$ cat src/rtl/core/gpio_command_packet_decoder_top_macros.svh
// Assertion helpers for the GPIO command packet decoder.
// All of them sample on the rising edge of clk_i and are quiet while rst_ni is low.
`ifndef GPIO_COMMAND_PACKET_DECODER_TOP_MACROS_SVH
`define GPIO_COMMAND_PACKET_DECODER_TOP_MACROS_SVH

// The consequent must hold in the same cycle as the antecedent.
`define GCPD_ASSERT_SAME(label, ante, cons, msg) \
  label: assert property (@(posedge clk_i) disable iff (!rst_ni) (ante) |-> (cons)) \
    else $error(msg);

// The consequent must hold in the cycle after the antecedent.
`define GCPD_ASSERT_NEXT(label, ante, cons, msg) \
  label: assert property (@(posedge clk_i) disable iff (!rst_ni) (ante) |=> (cons)) \
    else $error(msg);

`endif

$ cat src/rtl/core/gcpd_pkg.sv
`default_nettype none

package gcpd_pkg;

  localparam int unsigned NUM_OUTPUTS        = 16;
  localparam int unsigned NUM_PULSE_CHANNELS = 2;
  localparam int unsigned NUM_STATE_WORDS    = 8;
  localparam int unsigned NUM_IN_LATCHES     = 16;
  localparam int unsigned MS_TO_US           = 1000;

  // Limits as byte-wide values, for comparison against a record target.
  localparam logic [7:0] OUT_LIMIT   = 8'(NUM_OUTPUTS);
  localparam logic [7:0] LATCH_LIMIT = 8'(NUM_IN_LATCHES + NUM_OUTPUTS);
  localparam logic [7:0] IN_LIMIT    = 8'(NUM_IN_LATCHES);
  localparam logic [7:0] PULSE_LIMIT = 8'(NUM_PULSE_CHANNELS);
  localparam logic [7:0] STATE_LIMIT = 8'(NUM_STATE_WORDS);
  localparam logic [31:0] MS_TO_US_W = 32'(MS_TO_US);

  localparam logic [7:0] PKT_INSTRUCTION  = 8'd1;
  localparam logic [2:0] OPCODE_POS       = 3'd4;
  localparam logic [2:0] FIRST_RECORD_POS = 3'd5;
  localparam logic [2:0] RECORD_LAST_IDX  = 3'd4;

  typedef enum logic [7:0] {
    OP_CLEAR  = 8'd0,
    OP_SET    = 8'd1,
    OP_TOGGLE = 8'd2,
    OP_PULSE  = 8'd3,
    OP_STATE  = 8'd4,
    OP_LATCH  = 8'd5,
    OP_RESET  = 8'd6
  } opcode_e;

  typedef enum logic [1:0] {
    STATUS_OK         = 2'd0,
    STATUS_BAD_OPCODE = 2'd1,
    STATUS_NOT_INSTR  = 2'd2
  } status_e;

  typedef struct packed {
    logic [7:0] data_byte;
    logic       last_byte;
  } in_item_t;

  typedef struct packed {
    logic [15:0]        out_levels;
    logic [15:0]        in_latches;
    logic               pulse_valid;
    logic               pulse_channel;
    logic [31:0]        pulse_duration_us;
    logic               state_valid;
    logic [2:0]         state_index;
    logic signed [31:0] state_value;
    logic               reset_done;
    logic [1:0]         status;
  } out_item_t;

  // Parser and GPIO state carried from one byte to the next.
  typedef struct packed {
    logic [2:0]  byte_pos;
    logic        is_instr;
    logic [7:0]  opcode;
    logic [2:0]  rec_idx;
    logic [7:0]  rec_target;
    logic [31:0] rec_value;
    logic [15:0] out_lines;
    logic [15:0] in_latches;
  } dec_state_t;

endpackage

`default_nettype wire

$ cat src/rtl/core/gcpd_in_if.sv
`default_nettype none

interface gcpd_in_if import gcpd_pkg::*; ();
  logic     valid;
  logic     ready;
  in_item_t data;

  modport source (output valid, output data, input ready);
  modport sink (input valid, input data, output ready);
endinterface

`default_nettype wire

$ cat src/rtl/core/gcpd_out_if.sv
`default_nettype none

interface gcpd_out_if import gcpd_pkg::*; ();
  logic      valid;
  logic      ready;
  out_item_t data;

  modport source (output valid, output data, input ready);
  modport sink (input valid, input data, output ready);
endinterface

`default_nettype wire

$ cat src/rtl/core/gcpd_step.sv
`default_nettype none

// Next-state and result logic for one packet byte.
module gcpd_step import gcpd_pkg::*; (
  input  dec_state_t state_i,
  input  in_item_t   item_i,
  output dec_state_t state_o,
  output out_item_t  result_o
);

  logic [7:0]  b;
  logic [7:0]  tgt;
  logic [31:0] merged;
  logic        wide;

  assign b    = item_i.data_byte;
  assign tgt  = state_i.rec_target;
  assign wide = (state_i.opcode == OP_PULSE) || (state_i.opcode == OP_STATE);

  // Place the new byte into the little-endian value being assembled.
  always_comb begin
    case (state_i.rec_idx)
      3'd1:    merged = {state_i.rec_value[31:8], b};
      3'd2:    merged = {state_i.rec_value[31:16], b, state_i.rec_value[7:0]};
      3'd3:    merged = {state_i.rec_value[31:24], b, state_i.rec_value[15:0]};
      default: merged = {b, state_i.rec_value[23:0]};
    endcase
  end

  always_comb begin
    state_o  = state_i;
    result_o = '0;

    if (state_i.byte_pos == 3'd0) begin
      state_o.is_instr = (b == PKT_INSTRUCTION);
    end else if (state_i.byte_pos == OPCODE_POS) begin
      state_o.opcode     = b;
      state_o.rec_idx    = 3'd0;
      state_o.rec_target = 8'd0;
      state_o.rec_value  = 32'd0;
      if (state_i.is_instr && (b == OP_RESET)) begin
        state_o.out_lines  = 16'd0;
        state_o.in_latches = 16'd0;
        result_o.reset_done = 1'b1;
      end
    end else if ((state_i.byte_pos >= FIRST_RECORD_POS) && state_i.is_instr &&
                 (state_i.opcode <= OP_LATCH)) begin
      if (state_i.rec_idx == 3'd0) begin
        state_o.rec_target = b;
        state_o.rec_value  = 32'd0;
        state_o.rec_idx    = 3'd1;
      end else if (!wide) begin
        if (state_i.opcode <= OP_TOGGLE) begin
          if (tgt < OUT_LIMIT) begin
            if (state_i.opcode == OP_CLEAR) begin
              state_o.out_lines = state_i.out_lines & ~(16'b1 << tgt[3:0]);
            end else if (state_i.opcode == OP_SET) begin
              state_o.out_lines = state_i.out_lines | (16'b1 << tgt[3:0]);
            end else begin
              state_o.out_lines = state_i.out_lines ^ (16'b1 << tgt[3:0]);
            end
          end
        end else if (tgt < IN_LIMIT) begin
          state_o.in_latches = state_i.in_latches ^ (16'b1 << tgt[3:0]);
        end else if (tgt < LATCH_LIMIT) begin
          // Targets 16 to 31 address the outputs; the low four bits are the line.
          state_o.out_lines = state_i.out_lines ^ (16'b1 << tgt[3:0]);
        end
        state_o.rec_idx = 3'd0;
      end else begin
        state_o.rec_value = merged;
        if (state_i.rec_idx < RECORD_LAST_IDX) begin
          state_o.rec_idx = state_i.rec_idx + 3'd1;
        end else begin
          if (state_i.opcode == OP_PULSE) begin
            if (tgt < PULSE_LIMIT) begin
              result_o.pulse_valid       = 1'b1;
              result_o.pulse_channel     = tgt[0];
              result_o.pulse_duration_us = merged * MS_TO_US_W;
            end
          end else if (tgt < STATE_LIMIT) begin
            result_o.state_valid = 1'b1;
            result_o.state_index = tgt[2:0];
            result_o.state_value = merged;
          end
          state_o.rec_idx = 3'd0;
        end
      end
    end

    if (!state_o.is_instr) begin
      result_o.status = STATUS_NOT_INSTR;
    end else if ((state_i.byte_pos >= OPCODE_POS) && (state_o.opcode > OP_RESET)) begin
      result_o.status = STATUS_BAD_OPCODE;
    end else begin
      result_o.status = STATUS_OK;
    end

    result_o.out_levels = state_o.out_lines;
    result_o.in_latches = state_o.in_latches;

    if (item_i.last_byte) begin
      state_o.byte_pos   = 3'd0;
      state_o.is_instr   = 1'b0;
      state_o.opcode     = 8'd0;
      state_o.rec_idx    = 3'd0;
      state_o.rec_target = 8'd0;
      state_o.rec_value  = 32'd0;
    end else if (state_i.byte_pos < FIRST_RECORD_POS) begin
      state_o.byte_pos = state_i.byte_pos + 3'd1;
    end
  end

endmodule

`default_nettype wire

$ cat src/rtl/core/gpio_command_packet_decoder_top.sv
// GPIO command packet decoder. Packet bytes arrive on byte_i, one transfer per byte, with
// last_byte set on the final byte; every byte yields exactly one result transfer on
// result_o, carrying the output line levels and input latches after that byte plus any
// pulse request, state word write, reset or error status that the byte completed. The
// block takes one byte per clock cycle while its single output register is empty or
// being taken in the same cycle; the result for a byte is held in that register and
// appears in the cycle after its transfer. Byte 0 selects instruction packets, byte 4 is
// the opcode and later bytes form records of two or five bytes. State words are not kept
// inside the block: each write is reported on the result as it happens, so a downstream
// store holds them and must clear them on reset_done.
`default_nettype none

`include "gpio_command_packet_decoder_top_macros.svh"

module gpio_command_packet_decoder_top import gcpd_pkg::*; (
  input  wire       clk_i,
  input  wire       rst_ni,
  gcpd_in_if.sink   byte_i,
  gcpd_out_if.source result_o
);

  dec_state_t state_q;
  dec_state_t state_d;
  out_item_t  result_d;
  out_item_t  result_q;
  logic       out_valid_q;
  logic       out_valid_d;
  logic       in_ready;
  logic       in_accept;

  // The output register is free when it is empty or drains this cycle.
  assign in_ready    = !out_valid_q || result_o.ready;
  assign in_accept   = byte_i.valid && in_ready;
  assign out_valid_d = in_accept || (out_valid_q && !result_o.ready);

  assign byte_i.ready   = in_ready;
  assign result_o.valid = out_valid_q;
  assign result_o.data  = result_q;

  // All decoding for one byte is combinational between state_q and the result register.
  gcpd_step u_step (
    .state_i  (state_q),
    .item_i   (byte_i.data),
    .state_o  (state_d),
    .result_o (result_d)
  );

  always_ff @(posedge clk_i or negedge rst_ni) begin
    if (!rst_ni) begin
      state_q     <= '0;
      out_valid_q <= 1'b0;
    end else begin
      out_valid_q <= out_valid_d;
      if (in_accept) begin
        state_q <= state_d;
      end
    end
  end

  // Result payload needs no reset; it is qualified by out_valid_q.
  always_ff @(posedge clk_i) begin
    if (in_accept) begin
      result_q <= result_d;
    end
  end

  // A byte that is taken always leaves a result in the output register.
  `GCPD_ASSERT_NEXT(a_accept_gives_result, in_accept, out_valid_q, "accepted byte gave no result")
  // The position counter saturates just past the opcode byte.
  `GCPD_ASSERT_SAME(a_pos_saturates, 1'b1, state_q.byte_pos <= FIRST_RECORD_POS,
                    "byte position ran past its limit")
  // A single byte can complete at most one kind of record.
  `GCPD_ASSERT_SAME(a_one_record_kind, out_valid_q,
                    !(result_q.pulse_valid && result_q.state_valid),
                    "pulse and state write reported on the same byte")
  // A reset result shows cleared outputs and latches and a good status.
  `GCPD_ASSERT_SAME(a_reset_clears, out_valid_q && result_q.reset_done,
                    (result_q.out_levels == 16'd0) && (result_q.in_latches == 16'd0) &&
                    (result_q.status == STATUS_OK),
                    "reset result with lines or latches still set")

endmodule

`default_nettype wire

$ cat src/flat_wrapper.sv
// flat-port wrapper written by rule: the top's interface ports become plain ports
module gpio_command_packet_decoder_top_flat import gcpd_pkg::*;
  (clk_i, rst_ni, byte_i_valid, byte_i_data, byte_i_ready, result_o_valid, result_o_data, result_o_ready);
  gcpd_in_if byte_i_i ();
  gcpd_out_if result_o_i ();
  input  wire clk_i;
  input  wire rst_ni;
  input wire logic [$bits(byte_i_i.valid)-1:0] byte_i_valid;
  input wire logic [$bits(byte_i_i.data)-1:0] byte_i_data;
  output wire logic [$bits(byte_i_i.ready)-1:0] byte_i_ready;
  output wire logic [$bits(result_o_i.valid)-1:0] result_o_valid;
  output wire logic [$bits(result_o_i.data)-1:0] result_o_data;
  input wire logic [$bits(result_o_i.ready)-1:0] result_o_ready;
  assign byte_i_i.valid = byte_i_valid;
  assign byte_i_i.data = byte_i_data;
  assign byte_i_ready = byte_i_i.ready;
  assign result_o_valid = result_o_i.valid;
  assign result_o_data = result_o_i.data;
  assign result_o_i.ready = result_o_ready;
  gpio_command_packet_decoder_top u_core (.clk_i(clk_i), .rst_ni(rst_ni), .byte_i(byte_i_i), .result_o(result_o_i));
endmodule
$ cat config.mk
export PLATFORM = sky130hd
export DESIGN_NAME = gpio_command_packet_decoder_top_flat
export DESIGN_NICKNAME = d
export VERILOG_FILES = /design/src/rtl/core/gcpd_pkg.sv /design/src/rtl/core/gcpd_in_if.sv /design/src/rtl/core/gcpd_out_if.sv /design/src/rtl/core/gcpd_step.sv /design/src/rtl/core/gpio_command_packet_decoder_top.sv /design/src/flat_wrapper.sv
export VERILOG_INCLUDE_DIRS = /design/src /design/src/rtl/core
export SDC_FILE = /design/constraint.sdc
export NUM_CORES = 1
export LEC_CHECK = 0
export BUFFER_PORTS_ARGS = -buffer_cell sky130_fd_sc_hd__buf_2
export CAP_MARGIN = 5
export CORE_ASPECT_RATIO = 0.6
export CORE_MARGIN = 5
export CORE_UTILIZATION = 31
export CTS_CLUSTER_DIAMETER = 60
export DETAILED_ROUTE_END_ITERATION = 7
export PLACE_DENSITY = 0.55
export SLEW_MARGIN = 10
export SYNTH_ARGS = -nofsm -noshare
export SYNTH_HDL_FRONTEND = slang
export SYNTH_SLANG_ARGS = --single-unit
$ cat constraint.sdc
create_clock -name clk_i -period 6.5 [get_ports clk_i]
set_clock_uncertainty 0.1 [all_clocks]
set_input_delay 0.975 -clock clk_i [delete_from_list [all_inputs] [get_ports clk_i]]
set_output_delay 0.975 -clock clk_i [all_outputs]
set_load 0.005 [all_outputs]
==> run_results.csv <==
group,metric,value,unit
outcome,status,"complete, no violations",
setup_path,critPathRequiredTime,6710,ps
clock_network,ctsHtreeMaxLevel,4,
setup_path,cp-start-kind,"flip-flop",
yosys,ys_top_cells_by_area,"edfxtp_1 23%, dfrtp_1 16%, fa_1 12%",
yosys,syn_inst,1339,
yosys,synth_cell_types,84,
sta,fin_crit_sh,0.961,
pwr,internal-power,0.00200,W
pwr,switchingPower,0.000806,W
flow_run,drv_cap,0,
floorplan,core_area,0.0433,mm²
drt,drc,0,
yosys,synth_top_cell_area_share,0.226,
yosys,yosysSeqAreaShare,0.388,
sta,final_hold_viol_count,0,
cells_and_area,final.fill_count,4359,
drt,drtIter0Drc,863,
setup_path,crit_chain,"inv_1, ha_2, or4_1, a22oi_1, inv_1, fa_1, inv_1, fa_1, inv_1, fa_1, inv_1, fa_1, inv_1, ha_1, nand2_1, nor2_1, nand2_1, o21ai_0, o21a_1, or3_1, a21oi_1",
yosys,synth_area,0.0136,mm²
pwr,combPwrFrac,0.149,
setup_path,startpoint,"u_core.state_q[73]",
clock_network,clk_path_buf_depth,2,
sta,slew_headroom,0.284,
grt,grt-ovfl-total,0,
cells_and_area,syn_to_final_growth,14.8,%
grt,grt_pass1_wl,58500,µm
sta,hold_ws,385,ps
setup_path,max_stage_delay,660,ps
sta,setup_viol,0,
placement,port-buffer-count,116,
sta,fin_ws,255,ps
yosys,yosysTopAreaCell,"edfxtp_1",
yosys,yosysWarnings,0,
drt,vias_per_cell,5.04,
setup_path,endpoint_kind,"flip-flop",
clock_network,cts_buffers,17,
yosys,synth_seq_cells,190,
setup_path,critPathKind,"flip-flop to flip-flop",
hold_path,min_from,"u_core.state_q[38]",
placement,gp_congestion,0.868,
sta,fmax,160,MHz
sta,drv_slew,0,
clock_network,clockRootBuffer,"clkbuf_16",
cells_and_area,multiInputGateArea,0.00734,mm²
clock_network,clk_latency,460,ps
pwr,power_density,180,mW/mm²
setup_path,arrival,6450,ps
floorplan,die_w,280,µm
drt,ant_nets,0,
drt,routed_wl,36600,µm
placement,dp_slack,-26.8,ps
floorplan,fp-row-count,59,
setup_path,cp_max_fo,8,
drt,dr_total_vias,10300,
yosys,synth_edf_count,102,
grt,grt_pass1_vias,10400,
pwr,switching_share,0.288,
setup_path,r2r-start,"u_core.state_q[73]",
clock_network,hold_buffers,0,
yosys,ys_async_sr_fraction,0.463,
grt,grt_max_degree,88,
grt,grt_usage,0.154,
placement,placedCellCount,2008,
cells_and_area,num-nets-final,1639,
yosys,syn-mean-instance-area,10.1,µm²
hold_path,hold_class,"flip-flop to flip-flop",
cells_and_area,layoutNonFillerInstCount,2050,
cells_and_area,regArea,0.00527,mm²
clock_network,clkTransAtPathRegs,70,ps
cells_and_area,drive_above_1_share,0.176,
pwr,power.static_leakage,6.68,nW
pwr,pwr-share-seq,0.484,
floorplan,die_height,172,µm
sta,period_minus_slack,6250,ps
grt,antenna_found_initial,3,
yosys,ys.flop_type,"edfxtp_1",
sta,worst_pin_slew,1070,ps
drt,wire_per_inst,17.8,µm
floorplan,initial_utilization,0.313,
drt,first_pass_iters,5,
setup_path,crit_top_cell,"inv_1",
placement,hpwlAfterDp,27100,µm
setup_path,cpMaxStageDelayCell,"or4_1",
floorplan,ios,120,
floorplan,die_area,0.0482,mm²
clock_network,cts_tree,"yes",
clock_network,clock-sinks,190,
pwr,clock_power_share,0.367,
pwr,peakVddDrop,0.192,mV
## sequential cells by signal (all words and copies together) (netlist names)
| name | flops |
|---|---|
| u_core.result_o.data | 102 |
| u_core.state_q | 87 |
| u_core.result_o.valid | 1 |
## per-layer routing
| layer | vias to the layer above | GRT usage | part of all wire |
|---|---|---|---|
| met5 | - | 0 | 0.00019 |
| met4 | 2 | 0.0361 | 0.014 |
| met3 | 34 | 0.0472 | 0.079 |
| met2 | 298 | 0.213 | 0.40 |
| met1 | 5118 | 0.234 | 0.51 |
| li1 | 4884 | - | - |
## timing repair
item,4_1_cts,5_1_grt
pin swaps,0,5
cloned,0,0
endpoints found under the setup margin,3,14
resized for setup,2,14
buffers inserted,0,9
## cells in the mapped netlist (all sizes together) (16+ instances only)
library cell,number
a21o,16
a21oi,67
a22o,28
a22oi,31
a31oi,32
buf,23
clkbuf,44
dfrtp,88
edfxtp,102
fa,80
ha,89
inv,187
nand2,93
nand3,23
nor2,109
nor3,24
o21ai,53
o31ai,32
xnor2,30
## power groups by stage
stage	sequential (W)	combinational, W	clock [W]
floorplan	0.00137	0.000280	0
global placement	0.00138	0.000409	0
detailed placement	0.00138	0.000417	0
CTS	0.00136	0.000419	0.00106
global route	0.00136	0.000463	0.00111
finish	0.00136	0.000418	0.00103
## critical path, delay by kind of cell, from the launching register on
family | cells | cell delay (ps)
AND/OR/NAND/NOR | 5 | 1340
flip-flops | 1 | 450
adder cells (fa/ha/maj) | 6 | 2680
buffers and inverters | 6 | 580
AO/OA/AOI/OAI | 4 | 940
## area by class of cell
class | count | share of cell area
well taps | 579 | 0.0466
clock buffers | 22 | 0.0299
clock inverters | 10 | 0.00571
repair buffers | 164 | 0.0614
inverters | 189 | 0.0458
diodes | 1 | 0.000161
flip-flops and latches | 190 | 0.338
multi-input cells | 895 | 0.472
## metrics by stage
step | setup TNS, ps | total power (W) | cell area, µm² | util
finish | 0 | 0.00280 | 15600 | 0.360
CTS | 0 | 0.00283 | 15400 | 0.357
global placement | 0 | 0.00179 | 14900 | 0.344
global route | -0.388 | 0.00294 | 15600 | 0.360
floorplan | 0 | 0.00165 | 13600 | -
detailed placement | -46.6 | 0.00180 | 14900 | 0.344
## worst paths after layout
path / endpoint / slack [ps] / cells past startpoint
max in group asynchronous: u_core.state_q[39] / 4760 / 2
setup / recovery: u_core.result_o.data[70] / 250 / 21
hold / removal: u_core.state_q[38] / 390 / 2
setup reg to reg: u_core.result_o.data[70] / 250 / 21
min in group asynchronous: u_core.result_o.valid / 400 / 1
hold reg to reg: u_core.state_q[38] / 390 / 2
## kinds of logic (layout without fill, tap and decap cells)
logic type,after synthesis,count (layout),synth area share
AOI/OAI and AO/OA,334,334,0.178
adders and majority gates,173,173,0.203
buffers and inverters,256,385,0.0758
other,1,4,0.000277
and+or+nand+nor,339,339,0.124
DFF,190,190,0.388
xor gates and xnor gates,41,41,0.0265
muxes,5,5,0.00369
## layout by cell type, fill, tap and decap left out, types with 32 or more instances in the layout
master / count
buf_4: 48
fa_1: 80
a21oi_1: 59
nor2_1: 106
inv_1: 184
a31oi_1: 32
nand2_1: 92
dfrtp_1: 88
ha_1: 88
edfxtp_1: 102
o21ai_0: 47
buf_2: 115
No activity file was read; power rests on OpenSTA's default activity.
